===== src/rtl/core/sta_pkg.sv =====
// Package for the segment tilt block: widths, angle constants, arctangent table
// and the record passed along the CORDIC cell chain. No dependencies.
package sta_pkg;

  localparam int COORD_BITS      = 12;
  localparam int ANGLE_FRAC_BITS = 13;
  localparam int CORDIC_STAGES   = 14;
  localparam int GUARD_BITS      = 8;

  localparam int DIFF_W   = COORD_BITS + 1;
  localparam int VEC_W    = COORD_BITS + GUARD_BITS + 3;
  localparam int ANG_W    = ANGLE_FRAC_BITS + 3;
  localparam int RES_W    = ANGLE_FRAC_BITS + 5;
  localparam int OFFSET_W = 15;
  localparam int TILT_W   = 16;
  localparam int STAGE_W  = $clog2(CORDIC_STAGES);

  // Registers between input and output: entry stage, the cells, output stage.
  localparam int PIPE_DEPTH = CORDIC_STAGES + 2;
  localparam int CNT_W      = $clog2(PIPE_DEPTH + 1);

  localparam longint Q30_HALF_PI = 64'sd1686629713;
  localparam longint Q30_PI      = 64'sd3373259426;

  // Rounds a Q30 constant to nearest, ties up, into the angle format.
  function automatic longint q30_to_angle(longint v);
    longint sh;
    sh = 30 - ANGLE_FRAC_BITS;
    return (v + (64'sd1 <<< (sh - 1))) >>> sh;
  endfunction

  function automatic longint atan_q30(int i);
    longint r;
    case (i)
      0:       r = 64'sd843314857;
      1:       r = 64'sd497837829;
      2:       r = 64'sd263043837;
      3:       r = 64'sd133525159;
      4:       r = 64'sd67021687;
      5:       r = 64'sd33543516;
      6:       r = 64'sd16775851;
      7:       r = 64'sd8388437;
      8:       r = 64'sd4194283;
      9:       r = 64'sd2097149;
      10:      r = 64'sd1048576;
      11:      r = 64'sd524288;
      12:      r = 64'sd262144;
      13:      r = 64'sd131072;
      14:      r = 64'sd65536;
      15:      r = 64'sd32768;
      16:      r = 64'sd16384;
      17:      r = 64'sd8192;
      18:      r = 64'sd4096;
      19:      r = 64'sd2048;
      20:      r = 64'sd1024;
      21:      r = 64'sd512;
      22:      r = 64'sd256;
      23:      r = 64'sd128;
      default: r = 64'sd0;
    endcase
    return r;
  endfunction

  function automatic logic signed [ANG_W-1:0] atan_angle(int i);
    return ANG_W'(q30_to_angle(atan_q30(i)));
  endfunction

  localparam logic signed [RES_W-1:0] HALF_PI = RES_W'(q30_to_angle(Q30_HALF_PI));
  localparam logic signed [RES_W-1:0] PI      = RES_W'(q30_to_angle(Q30_PI));

  typedef enum logic [1:0] {
    KIND_GENERAL,
    KIND_HORIZ,
    KIND_VERT
  } seg_kind_e;

  typedef struct packed {
    seg_kind_e                kind;
    logic signed [VEC_W-1:0]  x;
    logic signed [VEC_W-1:0]  y;
    logic signed [ANG_W-1:0]  z;
  } cordic_data_t;

endpackage


===== src/rtl/core/sta_cordic_cell.sv =====
// One CORDIC vectoring cell: a micro-rotation by atan(2^-stage) towards y = 0.
// Depends on sta_pkg for the record type and the arctangent table.
module sta_cordic_cell (
  input  logic                         clk_i,
  input  logic                         rst_ni,
  input  logic [sta_pkg::STAGE_W-1:0]  stage_i,
  input  logic                         valid_i,
  output logic                         ready_o,
  input  sta_pkg::cordic_data_t        data_i,
  output logic                         valid_o,
  input  logic                         ready_i,
  output sta_pkg::cordic_data_t        data_o
);

  logic signed [sta_pkg::VEC_W-1:0] xs, ys;
  logic signed [sta_pkg::ANG_W-1:0] step_angle;
  sta_pkg::cordic_data_t            data_d, data_q;
  logic                             valid_q;

  assign ready_o = !valid_q || ready_i;

  always_comb begin
    // Arithmetic right shift rounds towards minus infinity.
    xs = data_i.x >>> stage_i;
    ys = data_i.y >>> stage_i;
    step_angle = sta_pkg::atan_angle(int'(stage_i));
    data_d.kind = data_i.kind;
    if (!data_i.y[sta_pkg::VEC_W-1]) begin
      data_d.x = data_i.x + ys;
      data_d.y = data_i.y - xs;
      data_d.z = data_i.z + step_angle;
    end else begin
      data_d.x = data_i.x - ys;
      data_d.y = data_i.y + xs;
      data_d.z = data_i.z - step_angle;
    end
  end

  always_ff @(posedge clk_i or negedge rst_ni) begin
    if (!rst_ni) begin
      valid_q <= 1'b0;
    end else if (ready_o) begin
      valid_q <= valid_i;
    end
  end

  always_ff @(posedge clk_i) begin
    if (ready_o && valid_i) begin
      data_q <= data_d;
    end
  end

  assign valid_o = valid_q;
  assign data_o  = data_q;

endmodule


===== config.mk =====
export PLATFORM = sky130hd
export DESIGN_NAME = sta_cordic_cell
export DESIGN_NICKNAME = d
export VERILOG_FILES = /design/src/rtl/core/sta_pkg.sv /design/src/rtl/core/sta_cordic_cell.sv
export SDC_FILE = /design/constraint.sdc
export NUM_CORES = 1
export LEC_CHECK = 0
export ABC_AREA = 1
export BUFFER_PORTS_ARGS = -buffer_cell sky130_fd_sc_hd__buf_2
export CELL_PAD_IN_SITES_DETAIL_PLACEMENT = 2
export CELL_PAD_IN_SITES_GLOBAL_PLACEMENT = 2
export CORE_MARGIN = 1
export CORE_UTILIZATION = 35
export CTS_CLUSTER_DIAMETER = 120
export DETAILED_ROUTE_END_ITERATION = 7
export PLACE_DENSITY_LB_ADDON = 0.1
export SLEW_MARGIN = 30
export SYNTH_ARGS = -nofsm -noshare
export SYNTH_HDL_FRONTEND = slang
export SYNTH_SLANG_ARGS = --single-unit

===== constraint.sdc =====
create_clock -name clk_i -period 11.9 [get_ports clk_i]
set_input_delay 2.38 -clock clk_i [delete_from_list [all_inputs] [get_ports clk_i]]
set_output_delay 2.38 -clock clk_i [all_outputs]
set_load 0.01 [all_outputs]

==> results list, run 1 <==
- The worst path uses 65.6% of the clock period.
- The number of global-route vias before repair was 10.4k.
- Critical path capture point type: flop
- The mapped netlist covers 8920 µm².
- Data arrives at the worst endpoint at 7.91 ns.
- In the routed layout, each cell is associated on average with a via count of 5.42.
* Overall die area: 26100 µm²
* Worst flop-to-flop path endpoint: data_o[32]
- Count of instances resized after the clock tree is built: 0
- Counting instances, the worst hold path has a depth of 2.
- EDFF count, synth: 64
* Rel. slew slack: 35.8%
- The tree built by TritonCTS fans out to 65 sinks.
- Top-area cell type share of the netlist area: 21.5%
* Area of the core: 25100 µm²
- Sorting the synthesized cells by area gives the leading types as sky130_fd_sc_hd__edfxtp_1, sky130_fd_sc_hd__nand2_1, sky130_fd_sc_hd__nand3_1.
* Maxcap violations: 0
* Total number of placement rows: 58
- Number of warnings printed during yosys synthesis: 0
- The worst register-to-register path has a depth of 2.
* Overflow left after global routing: 0
* Cell with the largest stage delay on the worst path: sky130_fd_sc_hd__clkinv_2
- Counting tap cells, the placed design contains a total of 1791 instances.
* Flops & latches, synth: 65
* Worst Hold Class: flop to flop
- For this run, the detailed router's first-pass iteration total came to 5.
- Power density relative to cell area: 124 nW/µm²
* Leakage power of the design: 5.01 nW
* DR DRC count: 0
- Synthesis handed over a netlist of 1366 instances.
* Average cell area after synthesis: 6.53 µm²
- Total inserted antenna cells: 0
- IR Drop Worst-Case VDD: 0.0000615 V
* Clock latency on the worst-skew pair: 0.35 ns
- Layout net count: 1617
* Layout overhead on the synthesized area: 13.1%
* Unrepaired setup endpoints after global routing: no
- Fraction of synthesis flops using an asynchronous set or reset pin: 1.54%
- Cell with the most instances after synthesis: sky130_fd_sc_hd__nand2_1
- Data on the critical path is required at its endpoint by 12.01 ns.
* Post-layout min period: 7.80 ns
* Number of nets with antenna violations after routing: 0
- The number of antenna violations at the first check in global routing came to 0.
- Effective utilization at floorplan: 35.5%
* Number of unique standard cell types used by synthesis: 46
* Mapped Nets: 1511
* Area after detailed placement: 9800 µm²
* Top flip-flop cell by instance count after synthesis: sky130_fd_sc_hd__edfxtp_1
- Clock tree from TritonCTS: built
- The first global-routing pass estimated 55100 µm of wire.
- Sequential-to-total area share from yosys stat: 21.8%
- Measured along the y axis, the die boundary spans 162 µm.
- The biggest area contributor in the post-synthesis netlist is sky130_fd_sc_hd__edfxtp_1.
- On the final layout, the worst clock skew is 0.00751 ns.
- The run finished with clean final reports.
* Hold slack final: 0.587 ns
* Total detailed-routing wirelength: 35000 µm
- The routed layout has 9794 vias.
- The most critical setup path has its startpoint at stage_i[0].
* CTS Buf Count: 9
* Start-to-end type of the worst setup path: primary input to flop
* Worst hold path startpoint: valid_o
- CP most frequent cell: sky130_fd_sc_hd__nand2_1
- After routing, the total negative slack on setup checks comes to 0 ns.
- CTS Root Buffer Type: sky130_fd_sc_hd__clkbuf_16
- Finish-stage setup viols: 0
- The first routing iteration left 542 violations.
- Entering global routing, the biggest net connects 65 pins.
- CP max stage delay: 0.91 ns
* Port Buffers: 137
- In the final layout, the share of cells above drive strength 1 is 14.6%.
- Global routing used 27.0% of the available tracks.
- In this run the worst path has a maximum fanout of 50.
- The number of endpoints with negative hold slack in the final report is 0.
- For this design, the CTS-stage hold fixing added 0 buffers.
* Die X-Extent: 162 µm
- Number of max-slew violations in the final report: 0
- The worst hold path terminates at valid_o.
* Top achievable clock speed: 0.128 GHz
- CP Launch Type: primary input
- 138 I/O pins were placed.
- Once the clock tree was built, the setup fixing pass inserted 0 buffers.
* Maximum clock insertion buffer count: 2
- Wire per inst: 19.4 µm
- Traced cell by cell, the critical path runs through buf_2, clkinv_2, ha_1, nand2_1, nand3_1, inv_2, ha_1, nand3_1, nor2_4, xor2_2, nand3_1, nor2_2, nor2_1, xor2_1, ha_1, nand2_1, o21ai_0, a21boi_0, o21ai_0, nand2_1, nand2_1, xor2_1.
- The worst register-to-register path has a setup slack of 10.15 ns.
* Clock-pin slew reported for the worst setup and hold paths after clock tree synthesis: 0.07 ns
- Routability-driven placement finished with a final weighted congestion of 0.842.
- Reg2Reg Launch Point: valid_o
- By count the netlist is led by sky130_fd_sc_hd__nand2_1, sky130_fd_sc_hd__nand3_1, sky130_fd_sc_hd__inv_1.
- H-Tree Level Count: 3
- Final std cell area, no fill: 10100 µm²
* Non-filler cells, final: 1807
- Detailed placement finished with a half-perimeter wire length of 28000 µm.
* Transition at the pin with the smallest max-transition slack: 0.964 ns
-- critical path: cells and delay by family --
family          cells  cell delay, ns
fa+ha+maj           3            1.12
simple gates       10            1.16
buf+inv             3            1.72
compound gates      3            1.08
xor+xnor            3            0.44
-- stage by stage --
| step | power [mW] | utilization (%) | worst slack, ns |
|---|---|---|---|
| final | 1.25 | 40.2 | 4.10 |
| after global placement | 0.935 | 39.0 | 4.22 |
| after CTS | 1.26 | 40.2 | 4.34 |
| after floorplan | 0.770 | - | 5.82 |
| after global routing | 1.33 | 40.2 | 3.57 |
| after detailed placement | 0.964 | 39.0 | 3.98 |
-- placed cells by master, fill, tap and decap left out, types with 2 or more instances in the layout --
master / Yosys / layout
sky130_fd_sc_hd__buf_2: 17 / 137
sky130_fd_sc_hd__o21ai_0: 41 / 41
sky130_fd_sc_hd__clkinvlp_4: 0 / 2
sky130_fd_sc_hd__nor4_1: 2 / 2
sky130_fd_sc_hd__nand3b_1: 3 / 3
sky130_fd_sc_hd__o21ai_1: 13 / 13
sky130_fd_sc_hd__clkbuf_16: 0 / 9
sky130_fd_sc_hd__inv_2: 4 / 3
sky130_fd_sc_hd__ha_1: 70 / 70
sky130_fd_sc_hd__o21bai_1: 5 / 5
sky130_fd_sc_hd__nand3_2: 9 / 9
sky130_fd_sc_hd__o211ai_1: 2 / 2
sky130_fd_sc_hd__nand2_1: 414 / 414
sky130_fd_sc_hd__and2_1: 2 / 2
sky130_fd_sc_hd__clkinv_2: 0 / 4
sky130_fd_sc_hd__inv_1: 108 / 108
sky130_fd_sc_hd__o211a_1: 2 / 2
sky130_fd_sc_hd__edfxtp_1: 64 / 64
sky130_fd_sc_hd__nand3_1: 226 / 226
sky130_fd_sc_hd__xnor2_1: 26 / 26
sky130_fd_sc_hd__nor2_1: 95 / 95
sky130_fd_sc_hd__o311ai_0: 2 / 2
sky130_fd_sc_hd__fa_1: 3 / 3
sky130_fd_sc_hd__a21oi_2: 5 / 5
sky130_fd_sc_hd__a21boi_0: 3 / 3
sky130_fd_sc_hd__a21o_1: 6 / 6
sky130_fd_sc_hd__a211oi_1: 5 / 5
sky130_fd_sc_hd__nand4_1: 17 / 17
sky130_fd_sc_hd__nor2_2: 10 / 10
sky130_fd_sc_hd__xor2_1: 65 / 65
sky130_fd_sc_hd__a31oi_1: 3 / 3
sky130_fd_sc_hd__a221oi_1: 2 / 2
sky130_fd_sc_hd__nand2_2: 17 / 17
sky130_fd_sc_hd__nor2_4: 4 / 4
sky130_fd_sc_hd__nor3_1: 5 / 5
sky130_fd_sc_hd__o21ai_2: 5 / 5
sky130_fd_sc_hd__a21oi_1: 74 / 73
sky130_fd_sc_hd__buf_4: 5 / 4
-- logic make-up after synthesis --
logic type | after synthesis | synth area share, %
simple gates | 806 | 39.7
compound gates | 171 | 11.1
buf+inv | 159 | 7.76
xor+xnor | 92 | 9.12
fa+ha+maj | 73 | 10.5
flops | 65 | 21.8
-- sequential cells by signal, summed over array words and instances, names as in the netlist --
signal / cells
valid_o: 1
data_o: 64
-- final cells by class --
cell class / count / area (µm²)
multi-input combinational: 1142 / 6290
timing repair buffer: 141 / 716
tap: 330 / 413
inverter: 113 / 428
fill: 3222 / 15000
clock inverter: 6 / 60.1
clock buffer: 10 / 229
sequential: 65 / 1950
-- power by group --
part / leakage [nW] / total, mW / internal (mW) / switching [mW]
Clock: 0.138 / 0.285 / 0.162 / 0.123
Combinational: 4.25 / 0.630 / 0.219 / 0.411
Sequential: 0.620 / 0.332 / 0.322 / 0.0103
Total: 5.01 / 1.25 / 0.703 / 0.544
-- layer usage --
| layer | wire length (µm) | vias to the layer above | global-route usage, % |
|---|---|---|---|
| met5 | 0 | - | 0 |
| met4 | 807 | 0 | 8.36 |
| met3 | 1100 | 44 | 2.43 |
| met2 | 17200 | 191 | 47.7 |
| met1 | 15800 | 4781 | 34.5 |
| li1 | - | 4778 | - |
-- worst max path at each step --
stage	cells after the start	endpoint
floorplan	23	data_o[13]
global placement	24	data_o[13]
detailed placement	23	data_o[13]
CTS	23	data_o[13]
global route	24	data_o[15]
finish	22	data_o[13]
Power figures use the tool's default switching activity.
==> run 2, diff against run 1 <==
Settings changed: CORE_UTILIZATION 35 to 29.
Clock period 11.9 ns to 7.05 ns, I/O delays scaled along.
==> results list, run 2 (synthesis gave the netlist of run 1 again) <==
- Worst R2R Path Depth: 2
- Dividing the detail-routed wire length by the instance count gives 18.7 µm.
- In this run the count of I/O pins placed on the die edge is 138.
* Top achievable clock speed: 0.173 GHz
* Layout net count: 1626
* CP Max Fanout: 37
- Maximum clock insertion buffer count: 2
- The die covers 31500 µm².
- TritonCTS created 9 clock buffers.
- The tightest min-delay check is of the flop to flop type.
- Worst hold path startpoint: valid_o
- In the routed design, unresolved DRC markers number 0.
- TritonCTS built the clock tree.
* Effective utilization at floorplan: 29.8%
* Clock sink count: 65
* Final std cell area, no fill: 10200 µm²
- Post-layout min period: 5.79 ns
- Cell depth of the worst min-delay path: 2
- Worst clock skew on the final layout: 0.00522 ns
- The repair_antennas step left the layout with diodes totalling 0.
- Rel. slew slack: 37.5%
- Largest register FFs: 64
- DRC marker count from the first detailed-route iteration: 370
* HPWL after detailed placement: 28900 µm
* R2R Setup Slk: 5.33 ns
* Die X-Extent: 177 µm
- After layout, the worst path uses 82.2% of the clock period.
- Accumulated negative setup slack: 0 ns
* Count of final hold-check violations: 0
- The later pin in the worst-skew pair is clocked with a latency of 0.35 ns.
- Leakage power of the design: 5.05 nW
- Number of filler cells placed in the layout: 3803
- Prior to clock tree synthesis, the placed netlist has a worst setup slack of 0.895 ns.
- After floorplanning, the core was sized to cover 30000 µm².
- Start-to-end type of the worst setup path: primary input to flop
* Finish-stage setup viols: 0
- After detailed placement, the total cell area comes to 9940 µm².
- The number of antenna violations at the first check in global routing is 0.
* GR Util All Layers: 22.9%
- Of the cells placed in the final design, the portion with a size suffix greater than 1 is 15.1%.
* Total number of placement rows: 63
- H-Tree Level Count: 3
* Hold path endpoint: valid_o
- Post-CTS repair changed the size of 0 cells.
* Number of max-slew violations in the final report: 0
- Post-CTS Hold Buffers: 0
* Unrepaired setup endpoints after global routing: no
* Transition at the pin with the smallest max-transition slack: 0.937 ns
- Overflow left after global routing: 0
- Largest net degree at the start of global routing: 65
* Layout overhead on the synthesized area: 14.6%
- The worst register-to-register path ends at data_o[32].
- CTS Root Buffer Type: sky130_fd_sc_hd__clkbuf_16
- IR Drop Worst-Case VDD: 0.000114 V
- The library cell used most frequently in the layout, excluding fill and tap cells, is sky130_fd_sc_hd__nand2_1.
- STA puts the critical path data arrival time at 5.90 ns.
- Critical path capture point type: flop
- Worst EP required: 7.16 ns
- Total detailed-routing wirelength: 35100 µm
- Maxcap violations: 0
* Status: finished, final reports clean
* Reg2Reg Launch Point: valid_o
- The detail route stage leaves a number of antenna-violating nets equal to 0.
* Via count of the first global-routing pass: 10.3k
- Hold slack final: 0.582 ns
- Share of the core filled with cells in the final layout: 34.1%
- Count of vias placed by the detailed router: 9750
- Power spread over the standard cell area amounts to 204 nW/µm².
- Port Buffers: 137
* Detail-routed via count per cell: 5.20
- Final Worst Setup Slack: 1.26 ns
* Setup repair bufs after CTS: 0
- Weighted congestion reported at the end of routability-driven placement: 0.808
- Global-route wire length before repair: 55800 µm
- Height of the die: 177 µm
- Highest-count cells in the layout ignoring fill and taps: sky130_fd_sc_hd__nand2_1, sky130_fd_sc_hd__nand3_1, sky130_fd_sc_hd__buf_2
- STA classifies the critical path startpoint as a primary input.
- Clock-pin slew was measured on the worst setup and hold paths at 0.06 ns.
- Number of detailed-routing iterations run before antenna repair: 6
[run 2: cell count changes in the layout (fill, tap and decap cells not counted), sizes merged]
cell,previous run,this run
buf,141,150
clkinv,4,3
inv,112,113
[run 2: per-stage QoR]
step           power (mW)  instances
5_1_grt              2.25       1876
4_1_cts              2.12       1876
3_5_place_dp         1.64       1860
2_1_floorplan        1.30       1366
3_3_place_gp         1.60       1860
6_report             2.09       1876
[run 2: cell type report]
cell class	count	area, µm²	share of cell area (%)
inverters	113	427	4.17
multi-input cells	1142	6290	61.5
clock buffers	10	229	2.24
flip-flops and latches	65	1950	19.0
repair buffers	150	783	7.66
well taps	390	488	4.77
clock inverters	6	58.8	0.575
[run 2: routing by layer]
metal  track usage [%]  vias to the layer above  wire (µm)
met2              39.9                      143      17000
li1                  -                     4803          -
met3              2.42                       31        958
met1              29.8                     4773      16500
met5                 0                        -          0
met4              6.20                        0        668
[run 2: worst max path at each step]
stage	start	to	slack [ns]	cells past startpoint
after floorplan	stage_i[1]	data_o[13]	1.94	23
after global placement	stage_i[0]	data_o[59]	1.05	24
after detailed placement	stage_i[3]	data_o[13]	0.90	23
after CTS	stage_i[3]	data_o[13]	1.29	23
after global routing	stage_i[3]	data_o[13]	0.81	23
final	stage_i[0]	data_o[59]	1.26	24
[run 2: worst max-delay path, cell delays in order]
cell and delay, ns:
sky130_fd_sc_hd__buf_2 0.12, sky130_fd_sc_hd__inv_2 0.53, sky130_fd_sc_hd__buf_4 0.33, sky130_fd_sc_hd__nand2_1 0.09, sky130_fd_sc_hd__nand3_1 0.10, sky130_fd_sc_hd__nand3_1 0.13, sky130_fd_sc_hd__nand2_1 0.14, sky130_fd_sc_hd__o22ai_2 0.10
sky130_fd_sc_hd__ha_1 0.26, sky130_fd_sc_hd__nand3_1 0.15, sky130_fd_sc_hd__nor2_4 0.06, sky130_fd_sc_hd__nor2_1 0.15, sky130_fd_sc_hd__a21oi_1 0.08, sky130_fd_sc_hd__xnor2_1 0.17, sky130_fd_sc_hd__ha_1 0.34, sky130_fd_sc_hd__nand2_1 0.11
sky130_fd_sc_hd__a21oi_1 0.05, sky130_fd_sc_hd__a211oi_1 0.39, sky130_fd_sc_hd__nand3_1 0.30, sky130_fd_sc_hd__a21oi_1 0.44, sky130_fd_sc_hd__o21bai_1 0.16, sky130_fd_sc_hd__nand2_1 0.08, sky130_fd_sc_hd__nand2_1 0.06, sky130_fd_sc_hd__xor2_1 0.13
[run 2: power breakdown]
part / switching [mW] / total, mW / internal [mW]
Clock: 0.194 / 0.466 / 0.272
Sequential: 0.0165 / 0.560 / 0.543
Combinational: 0.689 / 1.06 / 0.374
==> run 3, diff against run 2 <==
Settings changed: ABC_AREA 1 to 0, CORE_UTILIZATION 29 to 37.
Clock period 7.05 ns to 6.06 ns, I/O delays scaled along.
==> results list, run 3 <==
* CP Launch Type: primary input
- IR Drop Worst-Case VDD: 0.000109 V
* Status: finished, final reports clean
* CTS Buf Count: 9
- The synthesized design spends more area on one cell type than any other, namely sky130_fd_sc_hd__edfxtp_1.
- Overall die area: 25300 µm²
- TritonCTS built the clock tree.
* Switching share of power: 38.5%
- Worst clock skew on the final layout: 0.00779 ns
- Setup violations remaining at the end of the flow were counted as 0.
* Final Worst Setup Slack: 0.380 ns
* DRC marker count from the first detailed-route iteration: 525
- Rel. slew slack: 48.0%
- Die X-Extent: 159 µm
* Number of max-slew violations in the final report: 0
- Summed over all layers, the routed wires come to 31500 µm.
- Clock latency on the worst-skew pair: 0.36 ns
- Count of vias placed by the detailed router: 8493
- Counting every instance in the synthesized netlist gives 964.
- Prior to clock tree synthesis, the placed netlist has a worst setup slack of -0.0595 ns.
* Weighted congestion reported at the end of routability-driven placement: 0.829
- DR DRC count: 0
- From bottom edge to top edge, the die measures 159 µm.
- Met3 capacity usage during global routing: 3.13%
* Via count of the first global-routing pass: 9127
- Global-route wire length before repair: 50400 µm
- Layout overhead on the synthesized area: 17.0%
- During synthesis, Yosys emitted a total of 0 warnings.
- The first TritonRoute pass finished after 5 iterations.
- Setup repair bufs after CTS: 0
* Highest-count cells in the layout ignoring fill and taps: sky130_fd_sc_hd__buf_2, sky130_fd_sc_hd__nor2_1, sky130_fd_sc_hd__a21oi_1
* CP max stage delay: 0.60 ns
- Netlist Area Pre-Place: 9120 µm²
- Num ports: 138
* Layout net count: 1257
- Worst Hold Class: flop to flop
- GR Util All Layers: 25.2%
- Share of the core filled with cells in the final layout: 44.0%
- Along the worst path, the maximum fanout reaches 27.
* Area of the core: 24200 µm²
- For this design the ratio of total power to cell area is 243 nW/µm².
- Clock share of power: 24.9%
- Total number of placement rows: 57
- Data on the critical path arrives at its endpoint at 5.87 ns.
* Routing usage on met1: 31.0%
- Among all stages on the critical path, the largest delay is contributed by sky130_fd_sc_hd__or4b_2.
* Layer with the highest usage: met2
- Net switching power figure: 997 µW
- Clock sink count: 65
- Ranked by total cell area, the synthesized netlist is headed by sky130_fd_sc_hd__edfxtp_1, sky130_fd_sc_hd__mux4_2, sky130_fd_sc_hd__ha_1.
* Unrepaired setup endpoints after global routing: no
- Yosys mapped a number of flops with a built-in enable equal to 64.
- Largest register FFs: 64
- Share of cells above drive strength 1: 27.2%
- In this run the tool buffered the top-level ports with 137 buffer cells.
* Total inserted antenna cells: 0
* Cell with the most instances after synthesis: sky130_fd_sc_hd__nor2_1
- Walking the worst path, the cells encountered are buf_6, buf_12, mux4_2, mux2_4, mux2i_4, ha_1, nand2_1, nor2_2, buf_4, a21oi_1, xor2_1, ha_1, a21o_1, a21oi_1, o22a_1, o211ai_1, a311o_1, a21oi_1, or4b_2, o2111ai_1.
- HPWL after detailed placement: 24600 µm
- The top cell type by area accounts for 21.1% of the synthesized area.
* Ratio of final minimum period to clock period: 93.7%
- CP most frequent cell: sky130_fd_sc_hd__a21oi_1
* Clock-pin slew reported for the worst setup and hold paths after clock tree synthesis: 0.06 ns
- For the pin with the worst max-slew slack, the measured transition is 0.775 ns.
- Of the total power, combinational logic draws 50.1%.
- Most numerous cell types in the synthesized netlist: sky130_fd_sc_hd__nor2_1, sky130_fd_sc_hd__a21oi_1, sky130_fd_sc_hd__ha_1
* Average cell area after synthesis: 9.46 µm²
- The number of nets in the synthesized netlist is 1109.
- Start-to-end type of the worst setup path: primary input to flop
- In the synthesized netlist the async set-or-reset flop fraction comes to 1.54%.
* Count of final hold-check violations: 0
- Number of antenna violations at the first check in global routing: 0
- Entering global routing, the biggest net connects 40 pins.
- Pint: 1.59 mW
* Maxcap violations: 0
* Top flip-flop cell by instance count after synthesis: sky130_fd_sc_hd__edfxtp_1
* Detail-routed via count per cell: 5.89
- Critical path capture point type: flop
- For the worst setup path, the data required time is 6.25 ns.
- Post-layout min period: 5.68 ns
- After synthesis, flip-flops and latches occupy 21.4% of the total area.
- Of the total power, registers draw 25.0%.
* Leading cell type in the layout, fill and taps excluded: sky130_fd_sc_hd__buf_2
* Effective utilization at floorplan: 37.6%
- In this run the clock root is driven by a sky130_fd_sc_hd__clkbuf_16.
- Leakage power of the design: 4.39 nW
* Top achievable clock speed: 0.176 GHz
- Overflow left after global routing: 0
- Counting along the longest clock path gives a buffer depth of 2.
* Wire per inst: 21.9 µm
- H-Tree Level Count: 3
- GRT met2 Usage: 45.6%
- For this design, the CTS-stage hold fixing added 0 buffers.
- After synthesis, the netlist uses 83 different library cells.
- The count of nets left with antenna violations once routing finished came out at 0.
- Flops & latches, synth: 65
==> run 3: path summary, 6_finish.rpt <==
| path | from | end | slack, ns | depth (start not counted) |
|---|---|---|---|---|
| setup / recovery | stage_i[0] | data_o[60] | 0.38 | 20 |
| hold / removal | valid_o | valid_o | 0.52 | 2 |
| setup reg to reg | valid_o | data_o[32] | 3.97 | 3 |
| hold reg to reg | valid_o | valid_o | 0.52 | 2 |
| max in group asynchronous | rst_ni | valid_o | 5.35 | 1 |
| min in group asynchronous | rst_ni | valid_o | 0.62 | 1 |
==> run 3: metrics by stage <==
| stage | power, mW | hold WS, ns | cell area [µm²] | cells | setup TNS (ns) |
|---|---|---|---|---|---|
| final | 2.59 | 0.523 | 10700 | 1441 | 0 |
| after global routing | 2.76 | 0.592 | 10700 | 1441 | 0 |
| after CTS | 2.61 | 0.541 | 10700 | 1441 | 0 |
| after detailed placement | 1.95 | 0.526 | 10300 | 1425 | -0.117 |
| after global placement | 1.91 | 0.501 | 10300 | 1425 | 0 |
| after floorplan | 1.57 | 0.622 | 9150 | 964 | 0 |
==> run 3: logic make-up after synthesis <==
| logic type | count (synthesis) | share of synthesized area (%) |
|---|---|---|
| and+or+nand+nor | 285 | 15.8 |
| AOI/OAI and AO/OA | 244 | 17.7 |
| muxes | 108 | 20.1 |
| xor gates and xnor gates | 102 | 9.95 |
| buffers and inverters | 87 | 4.79 |
| adders and majority gates | 73 | 10.3 |
| DFF | 65 | 21.4 |
==> run 3: power by group through the flow <==
| stage | Combinational (mW) | Sequential [mW] | Clock, mW |
|---|---|---|---|
| after floorplan | 0.869 | 0.702 | 0 |
| final | 1.30 | 0.646 | 0.645 |
| after global routing | 1.43 | 0.654 | 0.676 |
| after global placement | 1.25 | 0.653 | 0 |
| after detailed placement | 1.29 | 0.657 | 0 |
| after CTS | 1.31 | 0.648 | 0.660 |
==> run 3: timing repair <==
| action | 4_1_cts | 5_1_grt |
|---|---|---|
| endpoints found under the setup margin | 0 | 4 |
| gates resized for setup | 0 | 2 |
| endpoints found under the hold margin | 0 | 0 |
==> run 3: layout make-up <==
cell class	count	area, µm²
Tap cell	324	405
Clock inverter	6	106
Sequential cell	65	1950
Multi-Input combinational cell	812	6770
Clock buffer	10	229
Inverter	39	146
Fill cell	2736	13600
Timing Repair Buffer	185	1060
==> run 3: worst max-delay path: cells and delay by family <==
| kind | cells | cell delay, ns |
|---|---|---|
| xor gates and xnor gates | 1 | 0.17 |
| adders and majority gates | 2 | 0.71 |
| and+or+nand+nor | 3 | 0.86 |
| buffers and inverters | 3 | 0.70 |
| AOI/OAI and AO/OA | 8 | 1.11 |
| muxes | 3 | 1.08 |
==> run 3: metal layers <==
metal / part of all wire (%) / vias up / wire length [µm]
met1: 43 / 4286 / 13500
met2: 51 / 207 / 16200
met3: 3.4 / 40 / 1070
li1: - / 3960 / -
met5: 0 / - / 0
met4: 2.2 / 0 / 707
